<file path="config.mk">
export PLATFORM = sky130hd
export DESIGN_NAME = tpfc_map
export DESIGN_NICKNAME = d
export VERILOG_FILES = /design/src/design/touch_point_filter_calibrate_unit_assert.svh /design/src/design/tpfc_pkg.sv /design/src/design/tpfc_map.sv
export SDC_FILE = /design/constraint.sdc
export NUM_CORES = 2
export LEC_CHECK = 0
export BUFFER_PORTS_ARGS = -buffer_cell sky130_fd_sc_hd__buf_2
export CELL_PAD_IN_SITES_DETAIL_PLACEMENT = 0
export CELL_PAD_IN_SITES_GLOBAL_PLACEMENT = 2
export CORE_UTILIZATION = 45
export DETAILED_ROUTE_END_ITERATION = 16
export PLACE_DENSITY = 0.95
export SLEW_MARGIN = 20
export SYNTH_ARGS = -nofsm -noshare
export SYNTH_HDL_FRONTEND = slang
export SYNTH_SLANG_ARGS = --single-unit
</file>
<file path="constraint.sdc">
create_clock -name clock -period 28.3 [get_ports clock]
set_input_delay 5.66 -clock clock [delete_from_list [all_inputs] [get_ports clock]]
set_output_delay 5.66 -clock clock [all_outputs]
set_load 0.01 [all_outputs]
</file>
<file path="src/design/touch_point_filter_calibrate_unit_assert.svh">
`ifndef TOUCH_POINT_FILTER_CALIBRATE_UNIT_ASSERT_SVH
`define TOUCH_POINT_FILTER_CALIBRATE_UNIT_ASSERT_SVH

// Check that a condition holds in the same cycle as its trigger
`define TPFC_ASSERT_SAME(label, ante, cons, msg) \
   label: assert property (@(posedge clock) disable iff (reset) (ante) |-> (cons)) \
      else $error(msg);

// Check that a condition holds in the cycle after its trigger
`define TPFC_ASSERT_NEXT(label, ante, cons, msg) \
   label: assert property (@(posedge clock) disable iff (reset) (ante) |=> (cons)) \
      else $error(msg);

`endif

</file>
<file path="src/design/tpfc_pkg.sv">
`default_nettype none

package tpfc_pkg;

   // Filter shape
   localparam int DEBOUNCE_POLLS_INT = 1;
   localparam int TRIM_SHIFT = 3;
   localparam logic [3:0] DEBOUNCE_POLLS = 4'(DEBOUNCE_POLLS_INT);
   localparam logic [5:0] SAMPLE_COUNT = 6'((1 << TRIM_SHIFT) + 2);

   // Datapath widths
   localparam int RAW_W = 12;
   localparam int SUM_W = 18;
   localparam int SIZE_W = 13;
   localparam int PROD_W = 45;
   localparam int ACC_W = 47;
   localparam int FRAC_W = 16;
   localparam int ADDR_W = 5;

   localparam logic [SIZE_W-1:0] SIZE_MAX = 13'd4096;

   // Register map, one word per register
   typedef enum logic [2:0] {
      CSR_COEF_XX       = 3'd0,
      CSR_COEF_XY       = 3'd1,
      CSR_OFFSET_X      = 3'd2,
      CSR_COEF_YX       = 3'd3,
      CSR_COEF_YY       = 3'd4,
      CSR_OFFSET_Y      = 3'd5,
      CSR_SCREEN_WIDTH  = 3'd6,
      CSR_SCREEN_HEIGHT = 3'd7
   } csr_index_type;

   typedef struct packed {
      logic signed [31:0] coef_xx;
      logic signed [31:0] coef_xy;
      logic signed [31:0] offset_x;
      logic signed [31:0] coef_yx;
      logic signed [31:0] coef_yy;
      logic signed [31:0] offset_y;
      logic [SIZE_W-1:0]  screen_width;
      logic [SIZE_W-1:0]  screen_height;
   } cfg_type;

   typedef struct packed {
      logic             fire;
      logic [RAW_W-1:0] mean_x;
      logic [RAW_W-1:0] mean_y;
   } gather_type;

   // Map a programmed screen size into 1..4096
   function automatic logic [SIZE_W-1:0] size_limit(input logic [SIZE_W-1:0] size);
      logic [SIZE_W-1:0] lim;
      if (size == '0) begin
         lim = SIZE_W'(1);
      end else if (size > SIZE_MAX) begin
         lim = SIZE_MAX;
      end else begin
         lim = size;
      end
      return lim;
   endfunction

endpackage

`default_nettype wire

</file>
<file path="src/design/tpfc_map.sv">
`default_nettype none

module tpfc_map (
   input  wire logic                       clock,
   input  wire logic                       load,
   input  wire logic [tpfc_pkg::RAW_W-1:0] mean_x,
   input  wire logic [tpfc_pkg::RAW_W-1:0] mean_y,
   input  wire tpfc_pkg::cfg_type          cfg,
   output logic [tpfc_pkg::RAW_W-1:0]      touch_x,
   output logic [tpfc_pkg::RAW_W-1:0]      touch_y
);
   import tpfc_pkg::*;

   logic signed [PROD_W-1:0] prod_xx_ff, prod_xy_ff, prod_yx_ff, prod_yy_ff;
   logic signed [PROD_W-1:0] prod_xx_in, prod_xy_in, prod_yx_in, prod_yy_in;
   logic signed [PROD_W-1:0] mx_wide, my_wide;
   logic signed [ACC_W-1:0]  acc_x, acc_y;
   logic signed [ACC_W-FRAC_W-1:0] floor_x, floor_y;
   logic [SIZE_W-1:0]        lim_x, lim_y;

   // Four 32x13 products, registered before the sum
   always_comb begin
      mx_wide    = $signed({{(PROD_W-RAW_W){1'b0}}, mean_x});
      my_wide    = $signed({{(PROD_W-RAW_W){1'b0}}, mean_y});
      prod_xx_in = PROD_W'(cfg.coef_xx) * mx_wide;
      prod_xy_in = PROD_W'(cfg.coef_xy) * my_wide;
      prod_yx_in = PROD_W'(cfg.coef_yx) * mx_wide;
      prod_yy_in = PROD_W'(cfg.coef_yy) * my_wide;
   end

   always_ff @(posedge clock) begin
      if (load) begin
         prod_xx_ff <= prod_xx_in;
         prod_xy_ff <= prod_xy_in;
         prod_yx_ff <= prod_yx_in;
         prod_yy_ff <= prod_yy_in;
      end
   end

   // Sum, floor to whole pixels, clamp into the screen
   always_comb begin
      acc_x   = ACC_W'(prod_xx_ff) + ACC_W'(prod_xy_ff) + ACC_W'(cfg.offset_x);
      acc_y   = ACC_W'(prod_yx_ff) + ACC_W'(prod_yy_ff) + ACC_W'(cfg.offset_y);
      floor_x = acc_x[ACC_W-1:FRAC_W];
      floor_y = acc_y[ACC_W-1:FRAC_W];
      lim_x   = size_limit(cfg.screen_width);
      lim_y   = size_limit(cfg.screen_height);
      if (floor_x < 0) begin
         touch_x = '0;
      end else if (floor_x >= $signed({{(ACC_W-FRAC_W-SIZE_W){1'b0}}, lim_x})) begin
         touch_x = RAW_W'(lim_x - SIZE_W'(1));
      end else begin
         touch_x = floor_x[RAW_W-1:0];
      end
      if (floor_y < 0) begin
         touch_y = '0;
      end else if (floor_y >= $signed({{(ACC_W-FRAC_W-SIZE_W){1'b0}}, lim_y})) begin
         touch_y = RAW_W'(lim_y - SIZE_W'(1));
      end else begin
         touch_y = floor_y[RAW_W-1:0];
      end
   end

endmodule

`default_nettype wire

</file>
Word-level counts from Yosys, hierarchy flattened

Index checks and enable logic that the tools add are counted.
Widths: inputs -> output; s select.

$lt $le $gt $ge: 6
Multiply operators: 4
Muxes and demuxes: 8
$add $sub $neg: 6
Reduce and logical (&&, ||, !) cells: 2

Operator list:

| cell                  | count |
|---|---|
| $mul 32x13->45        | 4 |
| $add 46x32->47        | 2 |
| $add 45x45->46        | 2 |
| $ge 31x14->1          | 2 |
| $lt 31x1->1 const B   | 2 |
| $mux 13               | 4 |
| $mux 12               | 4 |
| $gt 13x13->1 const B  | 2 |
| $logic_not 13->1      | 2 |
| $sub 12x1->12 const B | 2 |

Logic and storage cells: 30
Bits in registers: 180

Depth between registers and ports, before layout

Depth in word-level cells: 6
Depth in mapped cells: 26
Gate-level depth less buffers: 25

Least setup slack after synthesis

Ideal clock, no wire load.

Path kind: input-to-output
Start point: in cfg[135] (netlist bit)
End point: out touch_x[10] (netlist bit)
Data required time: 22640 ps
Data arrival time: 11263 ps
Path slack: 11377 ps
Cell stages on the path: 26
Path buffers: 1
Cell sequence: inv_1 fa_1 inv_1 ha_1 and3_1 nand3_1 or3_1 o211a_1 o21ai_0 nand3_1 nand2_1 a31oi_1 xnor2_1 ha_1 a21oi_1 o21ai_0 a21o_1 a221oi_1 o21ai_0 nor3_1 nand3_1 or4_1 or4b_4 nor4_4 buf_6 mux2i_1

Word-level cells in the longest chain between the ends: 4
Elaborated cells on any way between the ends: 5

Ends and longest elaborated chain:

| what               | RTL line       | RTL |
|---|---|---|
| start: declaration | tpfc_map.sv:8  | `input wire tpfc_pkg::cfg_type cfg,` |
| $add 46x32->47 (*) | tpfc_map.sv:42 | `acc_x = ACC_W'(prod_xx_ff) + ACC_W'(prod_xy_ff) + ACC_W'(cfg.offset_x);` |
| $ge 31x14->1       | tpfc_map.sv:50 | `end else if (floor_x >= $signed({{(ACC_W-FRAC_W-SIZE_W){1'b0}}, lim_x})) begin` |
| $mux 12            | tpfc_map.sv:50 |  |
| $mux 12 (*)        | tpfc_map.sv:48 | `if (floor_x < 0) begin` |
| end: declaration   | tpfc_map.sv:9  | `output logic [tpfc_pkg::RAW_W-1:0] touch_x,` |

Mark *: on every way between the ends. The rest lies on a longest branch, timed or not.

Worst setup path after layout

Start point: in cfg[137] (netlist bit)
End point: out touch_x[8] (netlist bit)

Same word-level chain as after synthesis.

==> summary.md <==
| Metric | Value |
|---|---|
| Outcome | `finished, final reports clean` |
| Kind of path behind the tightest hold check | `in2reg` |
| Maximum number of pins on one net before global-route repair | `72` |
| Synthesized Nets | `9765` |
| TritonCTS clock tree | `yes` |
| Final WL | `173000 µm` |
| Number of synthesized flops with an enable pin | `180` |
| Nets | `9740` |
| Placeable core region | `0.1464 mm²` |
| Capturing element of the worst setup path | `touch_x[8]` |
| Via count of the routed design | `48840` |
| Post CTS Setup Buffer Count | `0` |
| Die Y-Extent | `387.2 µm` |
| CTS Root Cell | `clkbuf_16` |
| Type of element capturing the critical path | `primary output` |
| CP startpoint kind | `input port` |
| Synth area leader | `fa_1` |
| Arrival time of the worst setup path | `12.44 ns` |
| Cell types occupying the most area after synthesis | `fa_1 (43%), inv_1 (11%), ha_1 (9.6%)` |
| Max-cap check violation count | `0` |
| Core occupancy in the finished layout | `0.4786` |
| F_max | `0.05524 GHz` |
| Final setup violation count | `0` |
| Count of routing violations after the opening detailed-route iteration | `2476` |
| Port Buffers | `267` |
| H-Tree Depth | `4` |
| Fraction of layout cells with a size suffix above 1 | `0.04713` |
| Initial Utilization | `0.4559` |
| Drt drc | `0` |
| Number of pins with negative max-slew slack in the final report | `0` |
| Chip width | `387.2 µm` |
| Flop and latch count out of synthesis | `180` |
| Setup CP Type | `in2out` |
| Total iterations of the first detailed-routing run | `5` |
| Post-CTS resize count | `0` |
| Most used standard cell by instance count after synthesis | `inv_1` |
| Initial antenna violation count | `23` |
| Via count of the first global-routing pass | `53200` |
| Die Outline Area | `0.1499 mm²` |
| Critical path data required time | `22.64 ns` |
| Fin crit period | `18.10 ns` |
| First element of the critical path | `cfg[137]` |
| RSZ-0062 raised after global routing | `no` |
| Maximum buffer depth of the clock tree | `2` |
| Worst slew slack as a fraction of its limit | `0.3461` |
| Routability congestion estimate | `0.9266` |
| Drt wl/cell | `18.24 µm` |
| Count of final hold-check violations | `0` |
| Fraction of the cycle the final worst path needs | `0.6396` |
| Number of hold-repair buffers added at the cts stage | `0` |
| Transition at the pin with the smallest max-transition slack | `0.9736 ns` |
| Leading register cell type out of synthesis | `edfxtp_1` |
| Share of synthesized registers carrying an async set or reset | `0` |
| Clock edge transition at the registers on the reported setup and hold paths | `0.07 ns` |
| Total I/O pin count | `268` |
| Unique masters post-synth | `84` |
| Final setup TNS | `0 ns` |
| Fraction of post-synthesis cell area in the top cell type by area | `0.4318` |
| Cell Area, Synth | `0.06676 mm²` |
| Post-synthesis average cell area | `8.823 µm²` |
| Number of buffers inserted during clock tree synthesis | `17` |
| Number of warnings issued by yosys | `0` |
| Core Rows | `140` |
| Via density per instance | `5.149` |
| Placed wire-length estimate | `141200 µm` |
| Critical path fanouts, max | `8` |
| All-layer global routing usage | `0.2385` |
| Area overhead of the layout relative to synthesis | `4.978%` |
| Sequential area share after synthesis | `0.08096` |
| Cells after synthesis | `7567` |
| Final global-route overflow total | `0` |
| Remaining number of nets flagged by the antenna check after routing | `0` |
| First-pass GRT wire length | `284100 µm` |
| # clock sinks | `180` |
| Most frequent cells after synthesis | `inv_1 (1963), fa_1 (1440), nand2_1 (1055)` |
[kinds of logic after synthesis]
family / count (synthesis) / synth area share
flip-flops: 180 / 0.08096
XOR/XNOR: 217 / 0.02847
multiplexers: 34 / 0.005135
AO/OA/AOI/OAI: 727 / 0.07107
buffers and inverters: 2303 / 0.1297
AND/OR/NAND/NOR: 2152 / 0.1565
adder cells (fa/ha/maj): 1954 / 0.5281
[worst min path at each step]
| stage | startpoint | endpoint | slack, ns | cells past startpoint |
|---|---|---|---|---|
| after floorplan | load | prod_xx_ff[0] | 5.77 | 0 |
| after global placement | cfg[58] | prod_yy_ff[0] | 6.16 | 2 |
| after detailed placement | cfg[58] | prod_yy_ff[0] | 6.16 | 2 |
| after CTS | cfg[58] | prod_yy_ff[0] | 5.62 | 2 |
| after global routing | cfg[58] | prod_yy_ff[0] | 5.65 | 2 |
| final | cfg[58] | prod_yy_ff[0] | 5.67 | 2 |
[worst max-delay path, stage by stage]
cell and delay, ns:
buf_2 0.08, inv_1 0.06, fa_1 0.53, inv_1 0.04, ha_1 0.35, and3_1 0.25
nand2_1 0.07, or3_1 0.41, o211a_1 0.31, o21ai_0 0.36, nand3_1 0.12, nand2_1 0.17
a31oi_1 0.14, xnor2_1 0.28, ha_1 0.30, a21oi_1 0.14, o21ai_0 0.08, a21o_1 0.18
a221oi_1 0.27, o21ai_0 0.22, nor3_1 0.18, nand3_1 0.09, or4_1 0.47, or4b_4 0.50
nor4_4 0.54, buf_6 0.24, mux2i_1 0.22, buf_2 0.16
[stage by stage]
step / std cells / worst slack, ns / hold WS [ns] / instance area, µm²
finish: 9485 / 10.20 / 5.666 / 70090
global route: 9479 / 9.669 / 5.651 / 70070
CTS: 9470 / 9.971 / 5.621 / 70030
detailed placement: 9439 / 10.00 / 6.159 / 69450
global placement: 9439 / 10.15 / 6.157 / 69450
floorplan: 7567 / 11.38 / 5.773 / 66760
[layout make-up]
type	count	area [µm²]
multi-input cells	5084	52720
well taps	1917	2399
flip-flops and latches	180	5405
clock buffers	18	429.2
inverters	1963	7368
diodes	14	35.03
repair buffers	296	1577
clock inverters	13	157.7
fillers	14210	76350
[per-layer routing]
layer / track usage / routed length (µm) / part of all wire
met2: 0.4386 / 90700 / 0.52
met1: 0.2955 / 70680 / 0.41
met3: 0.02285 / 7043 / 0.041
met4: 0.06696 / 4567 / 0.026
met5: 0 / 23 / 0.00013
[flip-flops by register name, summed over array words and instances, names as in the netlist]
name        count
prod_yx_ff     45
prod_xx_ff     45
prod_yy_ff     45
prod_xy_ff     45
[cells in the final DEF, fill, tap and decap left out, drive strengths merged, types with 8 or more instances in the layout]
master and instances:
or2 8, a21o 131, o21ai 133, a211oi 24, a31oi 25, nor3 40, nand2b 28, nand4 36
nor2 147, and4 8, nor2b 17, o21bai 43, o2111ai 8, nor4 14, a221oi 10, fa 1440
or3 19, inv 1966, and3 30, o31ai 9, diode 14, a21oi 219, o21a 24, clkbuf 19
xnor2 154, and2 671, edfxtp 180, nand3 49, o211ai 16, xor2 63, nand2 1055, buf 295
mux2i 32, ha 514
Power is left out: the tool's default activity adds up to more than one toggle a clock period on the data nets, which glitch-free logic cannot reach.
