[src/design/touch_point_filter_calibrate_unit_assert.svh]
`ifndef TOUCH_POINT_FILTER_CALIBRATE_UNIT_ASSERT_SVH
`define TOUCH_POINT_FILTER_CALIBRATE_UNIT_ASSERT_SVH

// Check that a condition holds in the same cycle as its trigger
`define TPFC_ASSERT_SAME(label, ante, cons, msg) \
   label: assert property (@(posedge clock) disable iff (reset) (ante) |-> (cons)) \
      else $error(msg);

// Check that a condition holds in the cycle after its trigger
`define TPFC_ASSERT_NEXT(label, ante, cons, msg) \
   label: assert property (@(posedge clock) disable iff (reset) (ante) |=> (cons)) \
      else $error(msg);

`endif

[src/design/tpfc_pkg.sv]
`default_nettype none

package tpfc_pkg;

   // Filter shape
   localparam int DEBOUNCE_POLLS_INT = 1;
   localparam int TRIM_SHIFT = 3;
   localparam logic [3:0] DEBOUNCE_POLLS = 4'(DEBOUNCE_POLLS_INT);
   localparam logic [5:0] SAMPLE_COUNT = 6'((1 << TRIM_SHIFT) + 2);

   // Datapath widths
   localparam int RAW_W = 12;
   localparam int SUM_W = 18;
   localparam int SIZE_W = 13;
   localparam int PROD_W = 45;
   localparam int ACC_W = 47;
   localparam int FRAC_W = 16;
   localparam int ADDR_W = 5;

   localparam logic [SIZE_W-1:0] SIZE_MAX = 13'd4096;

   // Register map, one word per register
   typedef enum logic [2:0] {
      CSR_COEF_XX       = 3'd0,
      CSR_COEF_XY       = 3'd1,
      CSR_OFFSET_X      = 3'd2,
      CSR_COEF_YX       = 3'd3,
      CSR_COEF_YY       = 3'd4,
      CSR_OFFSET_Y      = 3'd5,
      CSR_SCREEN_WIDTH  = 3'd6,
      CSR_SCREEN_HEIGHT = 3'd7
   } csr_index_type;

   typedef struct packed {
      logic signed [31:0] coef_xx;
      logic signed [31:0] coef_xy;
      logic signed [31:0] offset_x;
      logic signed [31:0] coef_yx;
      logic signed [31:0] coef_yy;
      logic signed [31:0] offset_y;
      logic [SIZE_W-1:0]  screen_width;
      logic [SIZE_W-1:0]  screen_height;
   } cfg_type;

   typedef struct packed {
      logic             fire;
      logic [RAW_W-1:0] mean_x;
      logic [RAW_W-1:0] mean_y;
   } gather_type;

   // Map a programmed screen size into 1..4096
   function automatic logic [SIZE_W-1:0] size_limit(input logic [SIZE_W-1:0] size);
      logic [SIZE_W-1:0] lim;
      if (size == '0) begin
         lim = SIZE_W'(1);
      end else if (size > SIZE_MAX) begin
         lim = SIZE_MAX;
      end else begin
         lim = size;
      end
      return lim;
   endfunction

endpackage

`default_nettype wire

[src/design/tpfc_gather.sv]
`default_nettype none

module tpfc_gather (
   input  wire logic                       clock,
   input  wire logic                       reset,
   input  wire logic                       step,
   input  wire logic                       pen_down,
   input  wire logic [tpfc_pkg::RAW_W-1:0] raw_x,
   input  wire logic [tpfc_pkg::RAW_W-1:0] raw_y,
   output tpfc_pkg::gather_type            result
);
   import tpfc_pkg::*;

   logic [3:0]       debounce_ff, debounce_in;
   logic             sent_ff, sent_in;
   logic [5:0]       taken_ff, taken_in;
   logic [SUM_W-1:0] sum_x_ff, sum_x_in;
   logic [SUM_W-1:0] sum_y_ff, sum_y_in;
   logic [RAW_W-1:0] low_x_ff, low_x_in;
   logic [RAW_W-1:0] high_x_ff, high_x_in;
   logic [RAW_W-1:0] low_y_ff, low_y_in;
   logic [RAW_W-1:0] high_y_ff, high_y_in;

   logic             first;
   logic             collect;
   logic             done;
   logic [5:0]       taken_next;
   logic [SUM_W-1:0] sum_x_next, sum_y_next;
   logic [SUM_W-1:0] trim_x, trim_y;

   // Running extremes and sums including the current sample
   always_comb begin
      first      = (taken_ff == '0);
      low_x_in   = (first || raw_x < low_x_ff) ? raw_x : low_x_ff;
      high_x_in  = (first || raw_x > high_x_ff) ? raw_x : high_x_ff;
      low_y_in   = (first || raw_y < low_y_ff) ? raw_y : low_y_ff;
      high_y_in  = (first || raw_y > high_y_ff) ? raw_y : high_y_ff;
      sum_x_next = sum_x_ff + SUM_W'(raw_x);
      sum_y_next = sum_y_ff + SUM_W'(raw_y);
      taken_next = taken_ff + 6'd1;
      collect    = pen_down && (debounce_ff >= DEBOUNCE_POLLS) && !sent_ff;
      done       = collect && (taken_next == SAMPLE_COUNT);
      trim_x     = sum_x_next - SUM_W'(low_x_in) - SUM_W'(high_x_in);
      trim_y     = sum_y_next - SUM_W'(low_y_in) - SUM_W'(high_y_in);
   end

   assign result.fire   = step && done;
   assign result.mean_x = RAW_W'(trim_x >> TRIM_SHIFT);
   assign result.mean_y = RAW_W'(trim_y >> TRIM_SHIFT);

   // Next state of the press tracker
   always_comb begin
      debounce_in = debounce_ff;
      sent_in     = sent_ff;
      taken_in    = taken_ff;
      sum_x_in    = sum_x_ff;
      sum_y_in    = sum_y_ff;
      if (!pen_down) begin
         debounce_in = '0;
         sent_in     = 1'b0;
         taken_in    = '0;
         sum_x_in    = '0;
         sum_y_in    = '0;
      end else if (debounce_ff < DEBOUNCE_POLLS) begin
         debounce_in = debounce_ff + 4'd1;
      end else if (done) begin
         sent_in  = 1'b1;
         taken_in = '0;
         sum_x_in = '0;
         sum_y_in = '0;
      end else if (collect) begin
         taken_in = taken_next;
         sum_x_in = sum_x_next;
         sum_y_in = sum_y_next;
      end
   end

   // Control state
   always_ff @(posedge clock) begin
      if (reset) begin
         debounce_ff <= '0;
         sent_ff     <= 1'b0;
         taken_ff    <= '0;
         sum_x_ff    <= '0;
         sum_y_ff    <= '0;
      end else if (step) begin
         debounce_ff <= debounce_in;
         sent_ff     <= sent_in;
         taken_ff    <= taken_in;
         sum_x_ff    <= sum_x_in;
         sum_y_ff    <= sum_y_in;
      end
   end

   // Extremes are written by the first sample before they are read
   always_ff @(posedge clock) begin
      if (step && collect) begin
         low_x_ff  <= low_x_in;
         high_x_ff <= high_x_in;
         low_y_ff  <= low_y_in;
         high_y_ff <= high_y_in;
      end
   end

endmodule

`default_nettype wire

[config.mk]
export PLATFORM = sky130hd
export DESIGN_NAME = tpfc_gather
export DESIGN_NICKNAME = d
export VERILOG_FILES = /design/src/design/touch_point_filter_calibrate_unit_assert.svh /design/src/design/tpfc_pkg.sv /design/src/design/tpfc_gather.sv
export SDC_FILE = /design/constraint.sdc
export NUM_CORES = 1
export LEC_CHECK = 0
export BUFFER_PORTS_ARGS = -buffer_cell sky130_fd_sc_hd__buf_2
export CORE_ASPECT_RATIO = 0.8
export CORE_MARGIN = 1.5
export CORE_UTILIZATION = 30
export DETAILED_ROUTE_END_ITERATION = 8
export PLACE_DENSITY = 0.46
export SETUP_SLACK_MARGIN = 0.05
export SYNTH_ARGS = -nofsm -noshare
export SYNTH_HDL_FRONTEND = slang
export SYNTH_SLANG_ARGS = --single-unit
[constraint.sdc]
create_clock -name clock -period 13.2 [get_ports clock]
set_clock_uncertainty 0.15 [all_clocks]
set_input_delay 0.66 -clock clock [delete_from_list [all_inputs] [get_ports clock]]
set_output_delay 0.66 -clock clock [all_outputs]
set_load 0.01 [all_outputs]
# ---- Word-level counts from Yosys, hierarchy flattened
# Index checks and enable logic that the tools add are counted.
dict set report classes {
  add_sub_neg 8
  eq_ne 5
  n_lt_le_gt_ge 6
  n_reduce_logical 14
  mux 21
}
# op count
set op_table {}
lappend op_table {{$mux 18} 8}
lappend op_table {{$sub 15x12->15} 4}
lappend op_table {{$mux 12} 4}
lappend op_table {{$add 18x12->18} 2}
lappend op_table {{$gt 12x12->1} 2}
lappend op_table {{$lt 12x12->1} 2}
lappend op_table {{$mux 6} 4}
lappend op_table {{$mux 4} 2}
lappend op_table {{$add 6x1->6 const B} 1}
lappend op_table {{$eq 6x4->1 const B} 1}
lappend op_table {{$logic_not 6->1} 1}
lappend op_table {{$reduce_and 3->1} 2}
lappend op_table {{$logic_and 1x1->1} 5}
lappend op_table {{$add 4x1->4 const B} 1}
lappend op_table {{$ge 4x1->1 const B} 1}
lappend op_table {{$logic_or 1x1->1} 4}
lappend op_table {{$lt 4x1->1 const B} 1}
lappend op_table {{$ne 2x1->1 const B} 2}
lappend op_table {{$mux 1} 3}
lappend op_table {{$ne 3x1->1 const B} 1}
lappend op_table {{$ne 2x2->1 const B} 1}
lappend op_table {{$reduce_and 2->1} 1}
lappend op_table {{$logic_not 1->1} 1}
dict set report word_totals {
  in_bits 28
  out_inout_bits 25
  word_cells 63
  ff_bits 95
}

# ---- Depth between registers and ports, before layout
# Gate-level depths: netlist (run 1).
dict set report depth {
  depth_word 7
  depth_mapped 20
  depth_no_buf 19
}

# ---- Worst setup path after synthesis (run 1)
# Ideal clock, no wire load.
dict set report synth_path {
  path_kind {in2out}
  from {in raw_y[5] (netlist name)}
  to {out result[10] (netlist name)}
  path_slack_ps 7859
  n_path_buf 1
  arrival_ps 4531
  path_stages 18
  required_ps 12390
  path_cell_list {ha_1 a21o_1 a21o_1 a2111oi_0 o21ai_1 nand2_1 buf_2 mux2i_1 ha_1 a21o_1 ha_1 a211o_1 a21oi_2 o22ai_1 a41oi_2 nor3_1 a211oi_1 xor2_1}
}
# element line
set synth_lines {}
lappend synth_lines {{start: declaration} tpfc_gather.sv:9} ;# input wire logic [tpfc_pkg::RAW_W-1:0] raw_y,
lappend synth_lines {{end: declaration} tpfc_gather.sv:10} ;# output tpfc_pkg::gather_type result

==> run_summary.xml, run 1 <==
<?xml version="1.0" encoding="UTF-8"?>
<metrics>
  <group name="yosys">
    <metric name="post_synth_inst_count" unit="">797</metric>
    <metric name="netlist-cell-type-count" unit="">65</metric>
    <metric name="number_of_flops_mapped_to_enable_cells_by_yosys" unit="">48</metric>
    <metric name="ys_seq_elements" unit="">89</metric>
    <metric name="synthArstFlopShare" unit="">0</metric>
    <metric name="area_of_the_mapped_netlist" unit="mm^2">0.00790</metric>
    <metric name="main_flop_type_after_synthesis" unit="">sky130_fd_sc_hd__edfxtp_1</metric>
    <metric name="sequential_cell_area_fraction_in_the_yosys_report" unit="">0.286</metric>
    <metric name="postSynthNetCount" unit="">951</metric>
    <metric name="avgSynthCellArea" unit="um^2">9.92</metric>
    <metric name="synth_warnings" unit="">0</metric>
  </group>
  <group name="global_route">
    <metric name="largest_net_degree_at_the_start_of_global_routing" unit="">38</metric>
    <metric name="grt_antenna_before_repair" unit="">0</metric>
    <metric name="via_count_of_the_first_global_routing_pass" unit="">5585</metric>
    <metric name="grt_usage" unit="">0.143</metric>
    <metric name="global_route_overflow" unit="">0</metric>
    <metric name="grt_pass1_wl" unit="um">30800</metric>
  </group>
  <group name="power_and_ir_drop">
    <metric name="ir_worst_vdd" unit="uV">70.6</metric>
    <metric name="comb_power_share" unit="">0.345</metric>
    <metric name="leakage_component_of_the_power" unit="nW">3.96</metric>
    <metric name="cellPowerDensity" unit="mW/mm^2">100</metric>
    <metric name="report.power.total" unit="mW">0.891</metric>
    <metric name="power_switching" unit="mW">0.302</metric>
    <metric name="power.share.switching" unit="">0.339</metric>
    <metric name="p_int" unit="mW">0.588</metric>
    <metric name="share_seq_of_total_power" unit="">0.341</metric>
    <metric name="clockPowerShare" unit="">0.315</metric>
  </group>
  <group name="clock_network">
    <metric name="cts.sinks" unit="">89</metric>
    <metric name="htreeDepth" unit="">3</metric>
    <metric name="post-cts-setup-buffers" unit="">0</metric>
    <metric name="cts.clk_slew.worst_paths" unit="ns">0.06</metric>
    <metric name="cts-resized-gates" unit="">0</metric>
    <metric name="ctsHoldBuffers" unit="">0</metric>
    <metric name="tritoncts" unit="">yes</metric>
    <metric name="cts_max_path_buffers" unit="">2</metric>
    <metric name="clk-insertion-delay-late" unit="ns">0.35</metric>
    <metric name="cts-root-buf" unit="">sky130_fd_sc_hd__clkbuf_16</metric>
    <metric name="cts_made_buffers" unit="">9</metric>
  </group>
  <group name="cells_and_area">
    <metric name="fillCellCount" unit="">2631</metric>
    <metric name="flow.area_growth_from_synthesis" unit="%">12.3</metric>
    <metric name="multi_input_comb_area" unit="mm^2">0.00530</metric>
    <metric name="antenna_cells_inserted" unit="">0</metric>
    <metric name="fin_cells" unit="">1199</metric>
    <metric name="final_area" unit="mm^2">0.00887</metric>
    <metric name="register_area" unit="mm^2">0.00226</metric>
    <metric name="nets" unit="">997</metric>
    <metric name="layout-drive-gt1-share" unit="">0.123</metric>
  </group>
  <group name="placement">
    <metric name="hpwl" unit="um">14400</metric>
    <metric name="buffer_ports.inserted" unit="">52</metric>
    <metric name="placement.cell_area" unit="mm^2">0.00856</metric>
    <metric name="place_congestion" unit="">0.714</metric>
    <metric name="placed_cells" unit="">1183</metric>
  </group>
  <group name="sta">
    <metric name="final.min_clock_period" unit="ns">6.38</metric>
    <metric name="worst_slew_margin_rel" unit="">0.276</metric>
    <metric name="final_min_period_over_clock_period" unit="">0.483</metric>
    <metric name="highest_clock_frequency_the_design_can_meet" unit="MHz">157</metric>
    <metric name="grt_setup_unrepaired" unit="">no</metric>
    <metric name="setup_violations" unit="">0</metric>
    <metric name="final_hold_viol_count" unit="">0</metric>
    <metric name="tns" unit="ns">0</metric>
    <metric name="max_slew.worst_pin.slew" unit="ns">1.08</metric>
    <metric name="drv_slew" unit="">0</metric>
  </group>
  <group name="die">
    <metric name="top_level_ports" unit="">53</metric>
    <metric name="die_h" unit="um">148</metric>
    <metric name="floorplan.rows" unit="">52</metric>
    <metric name="coreArea" unit="mm^2">0.0256</metric>
    <metric name="dieWidth" unit="um">184</metric>
    <metric name="initial_core_util" unit="">0.309</metric>
    <metric name="fp.dieArea" unit="mm^2">0.0273</metric>
  </group>
  <group name="routing">
    <metric name="routed_via_density" unit="">4.93</metric>
    <metric name="detail_route.iter0.violations" unit="">260</metric>
    <metric name="drtAntennaViolNets" unit="">0</metric>
    <metric name="drt-wirelength-per-cell" unit="um">15.8</metric>
    <metric name="drc" unit="">0</metric>
    <metric name="drt_pass1_iterations" unit="">4</metric>
    <metric name="totalWireLength" unit="um">18900</metric>
    <metric name="detailroute.via_count" unit="">5917</metric>
  </group>
  <group name="setup_path">
    <metric name="critical_path_required" unit="ns">12.39</metric>
    <metric name="r2r_setup_slk" unit="ns">9.82</metric>
    <metric name="crit_end" unit="">result[20]</metric>
    <metric name="r2r-end" unit="">low_x_ff[3]$_DFFE_PP_</metric>
    <metric name="critical_path.startpoint_type" unit="">input port</metric>
    <metric name="rr_worst_depth" unit="">8</metric>
    <metric name="rr_startpoint" unit="">low_x_ff[5]$_DFFE_PP_</metric>
    <metric name="cp.arrival" unit="ns">5.57</metric>
    <metric name="timing.critical_path.from" unit="">raw_x[5]</metric>
    <metric name="worstSetupPathType" unit="">in2out</metric>
    <metric name="setup_crit_end_kind" unit="">output pin</metric>
    <metric name="critical_path.max_fanout" unit="">22</metric>
  </group>
  <group name="job">
    <metric name="max_cap_violations" unit="">0</metric>
  </group>
  <group name="hold_path">
    <metric name="hold_depth" unit="">2</metric>
    <metric name="min-delay-path-class" unit="">reg2reg</metric>
  </group>
  <group name="run_status">
    <metric name="outcome" unit="">finished, final reports clean</metric>
  </group>
</metrics>
## kinds of logic after synthesis
group | count (synthesis) | share of synthesized area
AOI/OAI and AO/OA | 194 | 0.175
and+or+nand+nor | 160 | 0.0999
adders and majority gates | 126 | 0.220
buffers and inverters | 91 | 0.0451
muxes | 90 | 0.122
DFF | 89 | 0.286
xor gates and xnor gates | 47 | 0.0521
## registers in the layout, indices dropped and copies added (netlist names)
register and cells:
debounce_ff 4, high_x_ff 12, high_y_ff 12, low_x_ff 12, low_y_ff 12, sent_ff 1, sum_x_ff 15, sum_y_ff 15
taken_ff 6
## power groups by stage
stage	Combinational (mW)	Sequential (mW)	Clock, mW
global placement	0.310	0.310	0
global route	0.345	0.304	0.299
finish	0.307	0.303	0.280
floorplan	0.209	0.309	0
CTS	0.312	0.303	0.292
detailed placement	0.309	0.310	0
## layout make-up
| cell class | count | share of cell area |
|---|---|---|
| Clock inverter | 5 | 0.00705 |
| Clock buffer | 11 | 0.0285 |
| Tap cell | 351 | 0.0495 |
| Timing Repair Buffer | 58 | 0.0344 |
| Inverter | 68 | 0.0288 |
| Sequential cell | 89 | 0.255 |
| Multi-Input combinational cell | 617 | 0.597 |
## layout by cell type (no fill, tap or decap), types with 8 or more instances in the layout
cell type | Yosys | layout
sky130_fd_sc_hd__nor2_1 | 52 | 51
sky130_fd_sc_hd__nand3_1 | 13 | 13
sky130_fd_sc_hd__nand2_1 | 30 | 30
sky130_fd_sc_hd__a21o_1 | 27 | 27
sky130_fd_sc_hd__ha_1 | 104 | 104
sky130_fd_sc_hd__mux2_1 | 36 | 36
sky130_fd_sc_hd__nor2b_1 | 8 | 8
sky130_fd_sc_hd__dfxtp_1 | 41 | 41
sky130_fd_sc_hd__edfxtp_1 | 48 | 48
sky130_fd_sc_hd__o21ai_1 | 9 | 9
sky130_fd_sc_hd__o21a_1 | 13 | 13
sky130_fd_sc_hd__a22oi_1 | 23 | 23
sky130_fd_sc_hd__nor3_1 | 18 | 18
sky130_fd_sc_hd__a21oi_1 | 46 | 45
sky130_fd_sc_hd__clkbuf_16 | 0 | 9
sky130_fd_sc_hd__inv_1 | 67 | 67
sky130_fd_sc_hd__mux2i_1 | 42 | 42
sky130_fd_sc_hd__xor2_1 | 12 | 12
sky130_fd_sc_hd__o21ai_0 | 18 | 18
sky130_fd_sc_hd__nand2b_1 | 9 | 9
sky130_fd_sc_hd__buf_2 | 12 | 52
sky130_fd_sc_hd__fa_1 | 22 | 22
sky130_fd_sc_hd__mux2_2 | 12 | 12
sky130_fd_sc_hd__xnor2_1 | 35 | 35
sky130_fd_sc_hd__nand4_1 | 9 | 9
## stage by stage
stage | setup WS (ns) | hold slack (ns) | utilization
after detailed placement | 6.82 | 0.272 | 0.335
after CTS | 6.81 | 0.282 | 0.347
after global placement | 6.95 | 0.272 | 0.335
after global routing | 6.54 | 0.295 | 0.347
final | 6.82 | 0.279 | 0.347
after floorplan | 7.86 | 0.259 | -
## synthesized netlist by cell type (22+ instances only)
library cell               instances  area, um^2
sky130_fd_sc_hd__a21oi_1          46         230
sky130_fd_sc_hd__inv_1            67         251
sky130_fd_sc_hd__mux2i_1          42         420
sky130_fd_sc_hd__xnor2_1          35         307
sky130_fd_sc_hd__mux2_1           36         405
sky130_fd_sc_hd__nor2_1           52         195
sky130_fd_sc_hd__ha_1            104        1300
sky130_fd_sc_hd__fa_1             22         440
sky130_fd_sc_hd__dfxtp_1          41         821
sky130_fd_sc_hd__a22oi_1          23         173
sky130_fd_sc_hd__a21o_1           27         203
sky130_fd_sc_hd__nand2_1          30         113
sky130_fd_sc_hd__edfxtp_1         48        1440
## worst min-delay path by stage
| stage | slack, ns | from | to |
|---|---|---|---|
| final | 0.28 | debounce_ff[3]$_SDFFE_PP0P_ | debounce_ff[3]$_SDFFE_PP0P_ |
| after global placement | 0.27 | debounce_ff[3]$_SDFFE_PP0P_ | debounce_ff[3]$_SDFFE_PP0P_ |
| after detailed placement | 0.27 | debounce_ff[3]$_SDFFE_PP0P_ | debounce_ff[3]$_SDFFE_PP0P_ |
| after floorplan | 0.26 | debounce_ff[3]$_SDFFE_PP0P_ | debounce_ff[3]$_SDFFE_PP0P_ |
| after CTS | 0.28 | debounce_ff[3]$_SDFFE_PP0P_ | debounce_ff[3]$_SDFFE_PP0P_ |
| after global routing | 0.30 | debounce_ff[3]$_SDFFE_PP0P_ | debounce_ff[3]$_SDFFE_PP0P_ |
## per-layer routing
metal / global-route usage / wire length (um) / vias up
met3: 0.0206 / 559 / 10
met5: 0 / 0 / -
li1: - / - / 3030
met4: 0.0332 / 175 / 0
met1: 0.221 / 10600 / 2797
met2: 0.208 / 7570 / 80
## critical path: stages
cell and delay (ns):
sky130_fd_sc_hd__buf_2 0.15, sky130_fd_sc_hd__ha_1 0.32, sky130_fd_sc_hd__a21o_1 0.18, sky130_fd_sc_hd__a21o_1 0.17, sky130_fd_sc_hd__a2111oi_0 0.46, sky130_fd_sc_hd__o21ai_1 0.15, sky130_fd_sc_hd__nand2_1 0.81, sky130_fd_sc_hd__mux2_1 0.41
sky130_fd_sc_hd__ha_1 0.28, sky130_fd_sc_hd__inv_1 0.04, sky130_fd_sc_hd__ha_1 0.28, sky130_fd_sc_hd__a21o_1 0.18, sky130_fd_sc_hd__a21oi_1 0.22, sky130_fd_sc_hd__nor2b_1 0.11, sky130_fd_sc_hd__a41oi_1 0.40, sky130_fd_sc_hd__o21ai_0 0.22
sky130_fd_sc_hd__a21oi_1 0.22, sky130_fd_sc_hd__xnor2_1 0.13, sky130_fd_sc_hd__buf_2 0.15
(Power assumes the default switching activity.)
==> inputs of run 2 (changes only) <==
==> constraint.sdc (replaced) <==
create_clock -name clock -period 6.5 [get_ports clock]
set_clock_uncertainty 0.15 [all_clocks]
set_input_delay 0.325 -clock clock [delete_from_list [all_inputs] [get_ports clock]]
set_output_delay 0.325 -clock clock [all_outputs]
set_load 0.01 [all_outputs]
==> run 2 against run 1 <==
Via count shrank 0.90%; hold slack lost 0.15 ns; flip-flop and latch count is the same; wire length grew 1.1%; setup slack lost 6.2 ns; final area is essentially flat; global-route usage grew 0.51 points.
==> run_summary.xml, run 2 (synthesis gave the netlist of run 1 again) <==
<?xml version="1.0" encoding="UTF-8"?>
<metrics>
  <group name="setup_path">
    <metric name="critical_path.max_fanout" unit="">16</metric>
    <metric name="path_delay_family" unit="">compound AO/OA/AOI/OAI gates</metric>
    <metric name="r2r_setup_slk" unit="ns">3.23</metric>
    <metric name="slowest_delay" unit="ns">0.48</metric>
    <metric name="critical_path.startpoint_type" unit="">flop</metric>
    <metric name="rr_worst_depth" unit="">9</metric>
    <metric name="timing.critical_path.cells" unit="">inv_1 -&gt; ha_1 -&gt; a21o_1 -&gt; a21o_1 -&gt; a2111oi_0 -&gt; o21ai_1 -&gt; nand2_1 -&gt; buf_4 -&gt; mux2i_1 -&gt; fa_1 -&gt; ha_1 -&gt; a21oi_1 -&gt; o22ai_1 -&gt; a41oi_2 -&gt; nor3_1 -&gt; a211oi_1 -&gt; xor2_1 -&gt; buf_2</metric>
    <metric name="critical_path_depth" unit="">18</metric>
    <metric name="setup_crit_end_kind" unit="">output pin</metric>
    <metric name="crit_end" unit="">result[10]</metric>
    <metric name="rr_startpoint" unit="">low_x_ff[5]$_DFFE_PP_</metric>
    <metric name="path_buf_inv" unit="">3</metric>
    <metric name="r2r-end" unit="">low_x_ff[8]$_DFFE_PP_</metric>
    <metric name="worstSetupPathType" unit="">reg2out</metric>
    <metric name="critical_path_cell_with_the_highest_stage_delay" unit="">sky130_fd_sc_hd__a2111oi_0</metric>
    <metric name="critical_path_required" unit="ns">6.02</metric>
    <metric name="timing.critical_path.from" unit="">low_y_ff[5]$_DFFE_PP_</metric>
    <metric name="cp.arrival" unit="ns">5.37</metric>
  </group>
  <group name="clock_network">
    <metric name="cts_made_buffers" unit="">9</metric>
    <metric name="cts.sinks" unit="">89</metric>
    <metric name="cts-resized-gates" unit="">0</metric>
    <metric name="htreeDepth" unit="">3</metric>
    <metric name="tritoncts" unit="">yes</metric>
    <metric name="post-cts-setup-buffers" unit="">0</metric>
    <metric name="clk-insertion-delay-late" unit="ns">0.36</metric>
    <metric name="cts-root-buf" unit="">sky130_fd_sc_hd__clkbuf_16</metric>
    <metric name="ctsHoldBuffers" unit="">0</metric>
    <metric name="cts_max_path_buffers" unit="">2</metric>
    <metric name="cts.clk_slew.worst_paths" unit="ns">0.06</metric>
  </group>
  <group name="sta">
    <metric name="worst_slew_margin_rel" unit="">0.458</metric>
    <metric name="final_min_period_over_clock_period" unit="">0.899</metric>
    <metric name="final_hold_viol_count" unit="">0</metric>
    <metric name="setup_violations" unit="">0</metric>
    <metric name="tns" unit="ns">0</metric>
    <metric name="grt_setup_unrepaired" unit="">no</metric>
    <metric name="final.min_clock_period" unit="ns">5.84</metric>
    <metric name="max_slew.worst_pin.slew" unit="ns">0.812</metric>
    <metric name="drv_slew" unit="">0</metric>
    <metric name="highest_clock_frequency_the_design_can_meet" unit="MHz">171</metric>
  </group>
  <group name="power_and_ir_drop">
    <metric name="leakage_component_of_the_power" unit="nW">3.96</metric>
    <metric name="ir_worst_vdd" unit="uV">122</metric>
    <metric name="cellPowerDensity" unit="mW/mm^2">205</metric>
    <metric name="report.power.total" unit="mW">1.82</metric>
  </group>
  <group name="global_route">
    <metric name="grt_usage" unit="">0.148</metric>
    <metric name="grt_pass1_wl" unit="um">31900</metric>
    <metric name="grt.busiest_layer" unit="">met1</metric>
    <metric name="globalRouteMet1Util" unit="">0.230</metric>
    <metric name="global_route_overflow" unit="">0</metric>
    <metric name="groute.layer.met2.usage" unit="">0.208</metric>
    <metric name="grt_antenna_before_repair" unit="">0</metric>
    <metric name="largest_net_degree_at_the_start_of_global_routing" unit="">38</metric>
    <metric name="grt_use_met3" unit="">0.0291</metric>
    <metric name="via_count_of_the_first_global_routing_pass" unit="">5789</metric>
  </group>
  <group name="job">
    <metric name="max_cap_violations" unit="">0</metric>
  </group>
  <group name="placement">
    <metric name="placed_cells" unit="">1184</metric>
    <metric name="hpwl" unit="um">14400</metric>
    <metric name="buffer_ports.inserted" unit="">52</metric>
    <metric name="place_congestion" unit="">0.763</metric>
    <metric name="placement.cell_area" unit="mm^2">0.00857</metric>
  </group>
  <group name="routing">
    <metric name="drt-wirelength-per-cell" unit="um">15.9</metric>
    <metric name="totalWireLength" unit="um">19100</metric>
    <metric name="detail_route.iter0.violations" unit="">343</metric>
    <metric name="drt_pass1_iterations" unit="">5</metric>
    <metric name="routed_via_density" unit="">4.89</metric>
    <metric name="detailroute.via_count" unit="">5864</metric>
    <metric name="drc" unit="">0</metric>
    <metric name="drtAntennaViolNets" unit="">0</metric>
  </group>
  <group name="cells_and_area">
    <metric name="biggestRegsByFlops" unit="">sum_x_ff x15, sum_y_ff x15</metric>
    <metric name="most-common-layout-cells" unit="">sky130_fd_sc_hd__ha_1, sky130_fd_sc_hd__inv_1, sky130_fd_sc_hd__buf_2</metric>
    <metric name="fin_cells" unit="">1200</metric>
    <metric name="layout-drive-gt1-share" unit="">0.120</metric>
    <metric name="final_area" unit="mm^2">0.00888</metric>
    <metric name="commonest_non_fill_non_tap_cell_in_the_layout" unit="">sky130_fd_sc_hd__ha_1</metric>
    <metric name="antenna_cells_inserted" unit="">0</metric>
    <metric name="flow.area_growth_from_synthesis" unit="%">12.3</metric>
    <metric name="nets" unit="">998</metric>
  </group>
  <group name="die">
    <metric name="dieWidth" unit="um">184</metric>
    <metric name="floorplan.rows" unit="">52</metric>
    <metric name="initial_core_util" unit="">0.309</metric>
    <metric name="fp.dieArea" unit="mm^2">0.0273</metric>
    <metric name="coreArea" unit="mm^2">0.0256</metric>
    <metric name="die_h" unit="um">148</metric>
    <metric name="top_level_ports" unit="">53</metric>
  </group>
  <group name="run_status">
    <metric name="outcome" unit="">finished, final reports clean</metric>
  </group>
  <group name="hold_path">
    <metric name="min-delay-path-class" unit="">in2reg</metric>
  </group>
</metrics>
[run 2: how the worst min path moves through the flow]
stage / start / to / slack, ns / cells past startpoint
after floorplan: debounce_ff[3]$_SDFFE_PP0P_ / debounce_ff[3]$_SDFFE_PP0P_ / 0.26 / 2
after global placement: debounce_ff[3]$_SDFFE_PP0P_ / debounce_ff[3]$_SDFFE_PP0P_ / 0.27 / 2
after detailed placement: debounce_ff[3]$_SDFFE_PP0P_ / debounce_ff[3]$_SDFFE_PP0P_ / 0.27 / 2
after CTS: pen_down / debounce_ff[0]$_SDFFE_PP0P_ / 0.12 / 3
after global routing: pen_down / debounce_ff[0]$_SDFFE_PP0P_ / 0.18 / 3
final: pen_down / debounce_ff[0]$_SDFFE_PP0P_ / 0.13 / 3
[run 2: metal layers]
| layer | wire [um] | share of wire |
|---|---|---|
| met5 | 0 | 0 |
| met1 | 10900 | 0.57 |
| met3 | 609 | 0.032 |
| met4 | 168 | 0.0088 |
| met2 | 7430 | 0.39 |
[run 2: worst register-to-register path, delay by kind of cell (launching register included)]
family          cells  cell delay (ns)
flops               1             0.42
fa+ha+maj           1             0.23
compound gates      4             0.87
buf+inv             2             0.40
simple gates        1             0.61
mux                 1             0.34
[run 2: metrics by stage]
stage,utilization,hold slack [ns],setup slack (ns)
after floorplan,-,0.259,1.78
after global placement,0.335,0.272,0.949
after detailed placement,0.335,0.275,0.973
after CTS,0.347,0.121,0.620
after global routing,0.347,0.178,0.203
final,0.347,0.130,0.655
[run 2: area by class of cell]
cell class / count / area (um^2)
Multi-Input combinational cell: 617 / 5300
Sequential cell: 89 / 2260
Inverter: 68 / 255
Clock buffer: 10 / 229
Fill cell: 2622 / 16700
Clock inverter: 6 / 83.8
Tap cell: 351 / 439
Timing Repair Buffer: 59 / 313
[run 2: power by group]
part	switching (mW)	total (mW)	internal, mW
clock network	0.241	0.577	0.336
registers	0.00843	0.616	0.608
logic	0.358	0.623	0.265
total	0.608	1.82	1.21
==> inputs of run 3 (changes only) <==
--- a/config.mk
+++ b/config.mk
@@ -5,6 +5,7 @@
 export SDC_FILE = /design/constraint.sdc
 export NUM_CORES = 1
 export LEC_CHECK = 0
+export ABC_AREA = 1
 export BUFFER_PORTS_ARGS = -buffer_cell sky130_fd_sc_hd__buf_2
 export CORE_ASPECT_RATIO = 0.8
 export CORE_MARGIN = 1.5
==> run 3 against run 2 <==
Utilization is 0.90 points lower; via count up 37%; clock-buffer cell count did not move; die area up 11%.
==> run_summary.xml, run 3 <==
<?xml version="1.0" encoding="UTF-8"?>
<metrics>
  <group name="run_status">
    <metric name="outcome" unit="">finished, final reports clean</metric>
  </group>
  <group name="sta">
    <metric name="highest_clock_frequency_the_design_can_meet" unit="MHz">183</metric>
    <metric name="max_slew.worst_pin.slew" unit="ns">0.956</metric>
    <metric name="tns" unit="ns">0</metric>
    <metric name="final_min_period_over_clock_period" unit="">0.840</metric>
    <metric name="timing.hold.ws" unit="ns">0.127</metric>
    <metric name="setup_violations" unit="">0</metric>
    <metric name="final_hold_viol_count" unit="">0</metric>
    <metric name="drv_slew" unit="">0</metric>
    <metric name="worst_slew_margin_rel" unit="">0.361</metric>
    <metric name="grt_setup_unrepaired" unit="">no</metric>
    <metric name="final.min_clock_period" unit="ns">5.46</metric>
  </group>
  <group name="cells_and_area">
    <metric name="layout-drive-gt1-share" unit="">0.0736</metric>
    <metric name="finalCoreUtilization" unit="">0.338</metric>
    <metric name="commonest_non_fill_non_tap_cell_in_the_layout" unit="">sky130_fd_sc_hd__nand2_1</metric>
    <metric name="flow.area_growth_from_synthesis" unit="%">9.66</metric>
    <metric name="most-common-layout-cells" unit="">sky130_fd_sc_hd__nand2_1, sky130_fd_sc_hd__inv_1, sky130_fd_sc_hd__nand3_1</metric>
    <metric name="antenna_cells_inserted" unit="">0</metric>
    <metric name="biggestRegsByFlops" unit="">sum_x_ff x15, sum_y_ff x15</metric>
    <metric name="nets" unit="">1453</metric>
    <metric name="fillCellCount" unit="">3043</metric>
  </group>
  <group name="yosys">
    <metric name="synth_common_cells" unit="">sky130_fd_sc_hd__nand2_1, sky130_fd_sc_hd__inv_1, sky130_fd_sc_hd__nand3_1</metric>
    <metric name="post_synth_inst_count" unit="">1266</metric>
    <metric name="synthArstFlopShare" unit="">0</metric>
    <metric name="ys_seq_elements" unit="">89</metric>
    <metric name="main_flop_type_after_synthesis" unit="">sky130_fd_sc_hd__edfxtp_1</metric>
    <metric name="netlist-cell-type-count" unit="">41</metric>
    <metric name="cell_accounting_for_the_most_synthesized_area" unit="">sky130_fd_sc_hd__nand2_1</metric>
    <metric name="postSynthNetCount" unit="">1420</metric>
    <metric name="post-synth-top-area-fraction" unit="">0.186</metric>
    <metric name="synth.most_common_cell" unit="">sky130_fd_sc_hd__nand2_1</metric>
    <metric name="synth_warnings" unit="">0</metric>
    <metric name="number_of_flops_mapped_to_enable_cells_by_yosys" unit="">48</metric>
    <metric name="ys_top_cells_by_area" unit="">sky130_fd_sc_hd__nand2_1, sky130_fd_sc_hd__edfxtp_1, sky130_fd_sc_hd__ha_1, sky130_fd_sc_hd__dfxtp_1, sky130_fd_sc_hd__nand3_1</metric>
    <metric name="area_of_the_mapped_netlist" unit="mm^2">0.00881</metric>
    <metric name="sequential_cell_area_fraction_in_the_yosys_report" unit="">0.257</metric>
    <metric name="avgSynthCellArea" unit="um^2">6.96</metric>
  </group>
  <group name="placement">
    <metric name="place_congestion" unit="">0.860</metric>
    <metric name="hpwl" unit="um">20100</metric>
    <metric name="buffer_ports.inserted" unit="">52</metric>
  </group>
  <group name="routing">
    <metric name="drtAntennaViolNets" unit="">0</metric>
    <metric name="routed_via_density" unit="">4.81</metric>
    <metric name="drt_pass1_iterations" unit="">5</metric>
    <metric name="drt-wirelength-per-cell" unit="um">15.8</metric>
    <metric name="detail_route.iter0.violations" unit="">603</metric>
    <metric name="totalWireLength" unit="um">26400</metric>
    <metric name="drc" unit="">0</metric>
    <metric name="detailroute.via_count" unit="">8058</metric>
  </group>
  <group name="setup_path">
    <metric name="worstSetupPathType" unit="">reg2out</metric>
    <metric name="r2r_setup_slk" unit="ns">3.56</metric>
    <metric name="setup_crit_end_kind" unit="">output pin</metric>
    <metric name="critical_path.startpoint_type" unit="">flop</metric>
    <metric name="cp.arrival" unit="ns">4.99</metric>
    <metric name="critical_path.max_fanout" unit="">24</metric>
    <metric name="critical_path_required" unit="ns">6.02</metric>
  </group>
  <group name="hold_path">
    <metric name="min-delay-path-class" unit="">in2reg</metric>
  </group>
  <group name="die">
    <metric name="floorplan.rows" unit="">55</metric>
    <metric name="fp.dieArea" unit="mm^2">0.0304</metric>
    <metric name="initial_core_util" unit="">0.308</metric>
    <metric name="dieWidth" unit="um">195</metric>
    <metric name="coreArea" unit="mm^2">0.0286</metric>
    <metric name="top_level_ports" unit="">53</metric>
    <metric name="die_h" unit="um">156</metric>
  </group>
  <group name="clock_network">
    <metric name="cts_made_buffers" unit="">9</metric>
    <metric name="cts.sinks" unit="">89</metric>
    <metric name="tritoncts" unit="">yes</metric>
    <metric name="cts.clk_slew.worst_paths" unit="ns">0.07</metric>
    <metric name="cts_max_path_buffers" unit="">2</metric>
    <metric name="post-cts-setup-buffers" unit="">0</metric>
    <metric name="cts-resized-gates" unit="">0</metric>
    <metric name="ctsHoldBuffers" unit="">0</metric>
    <metric name="htreeDepth" unit="">3</metric>
    <metric name="cts-root-buf" unit="">sky130_fd_sc_hd__clkbuf_16</metric>
    <metric name="clk-insertion-delay-late" unit="ns">0.36</metric>
  </group>
  <group name="global_route">
    <metric name="grt_usage" unit="">0.179</metric>
    <metric name="global_route_overflow" unit="">0</metric>
    <metric name="via_count_of_the_first_global_routing_pass" unit="">7398</metric>
    <metric name="grt_antenna_before_repair" unit="">0</metric>
    <metric name="largest_net_degree_at_the_start_of_global_routing" unit="">50</metric>
    <metric name="grt_pass1_wl" unit="um">42200</metric>
  </group>
  <group name="job">
    <metric name="max_cap_violations" unit="">0</metric>
  </group>
  <group name="power_and_ir_drop">
    <metric name="cellPowerDensity" unit="mW/mm^2">194</metric>
    <metric name="leakage_component_of_the_power" unit="nW">4.83</metric>
    <metric name="ir_worst_vdd" unit="uV">136</metric>
    <metric name="report.power.total" unit="mW">1.87</metric>
  </group>
</metrics>
==> run 3: cell count changes after synthesis, moves of 10 or more <==
cell,previous run,this run
sky130_fd_sc_hd__a21o_1,27,5
sky130_fd_sc_hd__mux2i_1,42,0
sky130_fd_sc_hd__nand2_1,30,436
sky130_fd_sc_hd__a22oi_1,23,2
sky130_fd_sc_hd__mux2_1,36,0
sky130_fd_sc_hd__inv_1,67,155
sky130_fd_sc_hd__a21oi_1,46,99
sky130_fd_sc_hd__xnor2_1,35,13
sky130_fd_sc_hd__mux2_2,12,0
sky130_fd_sc_hd__nand3_1,13,145
sky130_fd_sc_hd__o21a_1,13,3
==> run 3: cell type report <==
type                    instances  area (um^2)  area share
clock inverters                 6         57.6     0.00596
clock buffers                  10          239      0.0247
multi-input cells             982         5730       0.593
repair buffers                 59          313      0.0324
flip-flops and latches         89         2260       0.234
inverters                     158          598      0.0619
well taps                     370          463      0.0479
==> run 3: metrics by stage <==
step	cells	area (um^2)	setup slack, ns
2_1_floorplan	1266	8810	2.67
3_3_place_gp	1658	9360	1.39
3_5_place_dp	1658	9360	1.33
4_1_cts	1674	9660	1.02
5_1_grt	1674	9660	0.578
6_report	1674	9660	1.04
==> run 3: where the power goes <==
part,internal (mW),total (mW),switching [mW]
Clock,0.306,0.551,0.244
Sequential,0.609,0.616,0.00728
Combinational,0.255,0.706,0.451
Total,1.17,1.87,0.703
==> run 3: kinds of logic (layout without fill, tap and decap cells) <==
logic type,Yosys count,in the layout,share of synthesized area
buf+inv,195,233,0.0945
simple gates,672,672,0.321
compound gates,151,151,0.0966
xor+xnor,33,33,0.0328
fa+ha+maj,126,126,0.198
flops,89,89,0.257
==> run 3: worst paths after layout <==
kind / start / to / depth (start not counted)
min: step / sent_ff$_SDFFE_PP0P_ / 4
min reg2reg: debounce_ff[2]$_SDFFE_PP0P_ / debounce_ff[2]$_SDFFE_PP0P_ / 2
max: high_y_ff[11]$_DFFE_PP_ / result[10] / 18
max reg2reg: high_y_ff[11]$_DFFE_PP_ / high_y_ff[1]$_DFFE_PP_ / 9
==> run 3: routing by layer <==
layer,vias to the layer above,part of all wire,track usage
li1,4213,-,-
met1,3676,0.56,0.289
met2,154,0.38,0.240
met3,15,0.045,0.0297
met4,0,0.0088,0.0346
met5,-,0,0
==> run 3: worst max-delay path: stages (launching register included) <==
cell	delay (ns)
sky130_fd_sc_hd__edfxtp_1	0.35
sky130_fd_sc_hd__inv_1	0.06
sky130_fd_sc_hd__ha_1	0.31
sky130_fd_sc_hd__nand4_1	0.15
sky130_fd_sc_hd__nor3_2	0.16
sky130_fd_sc_hd__nand3_1	0.14
sky130_fd_sc_hd__o22ai_4	0.55
sky130_fd_sc_hd__nand2_2	0.49
sky130_fd_sc_hd__nand2_1	0.16
sky130_fd_sc_hd__nand2_1	0.08
sky130_fd_sc_hd__fa_1	0.48
sky130_fd_sc_hd__ha_1	0.34
sky130_fd_sc_hd__a21oi_1	0.19
sky130_fd_sc_hd__o21ai_0	0.10
sky130_fd_sc_hd__nor2_1	0.22
sky130_fd_sc_hd__inv_1	0.10
sky130_fd_sc_hd__a21oi_1	0.30
sky130_fd_sc_hd__xor2_1	0.26
sky130_fd_sc_hd__buf_2	0.18
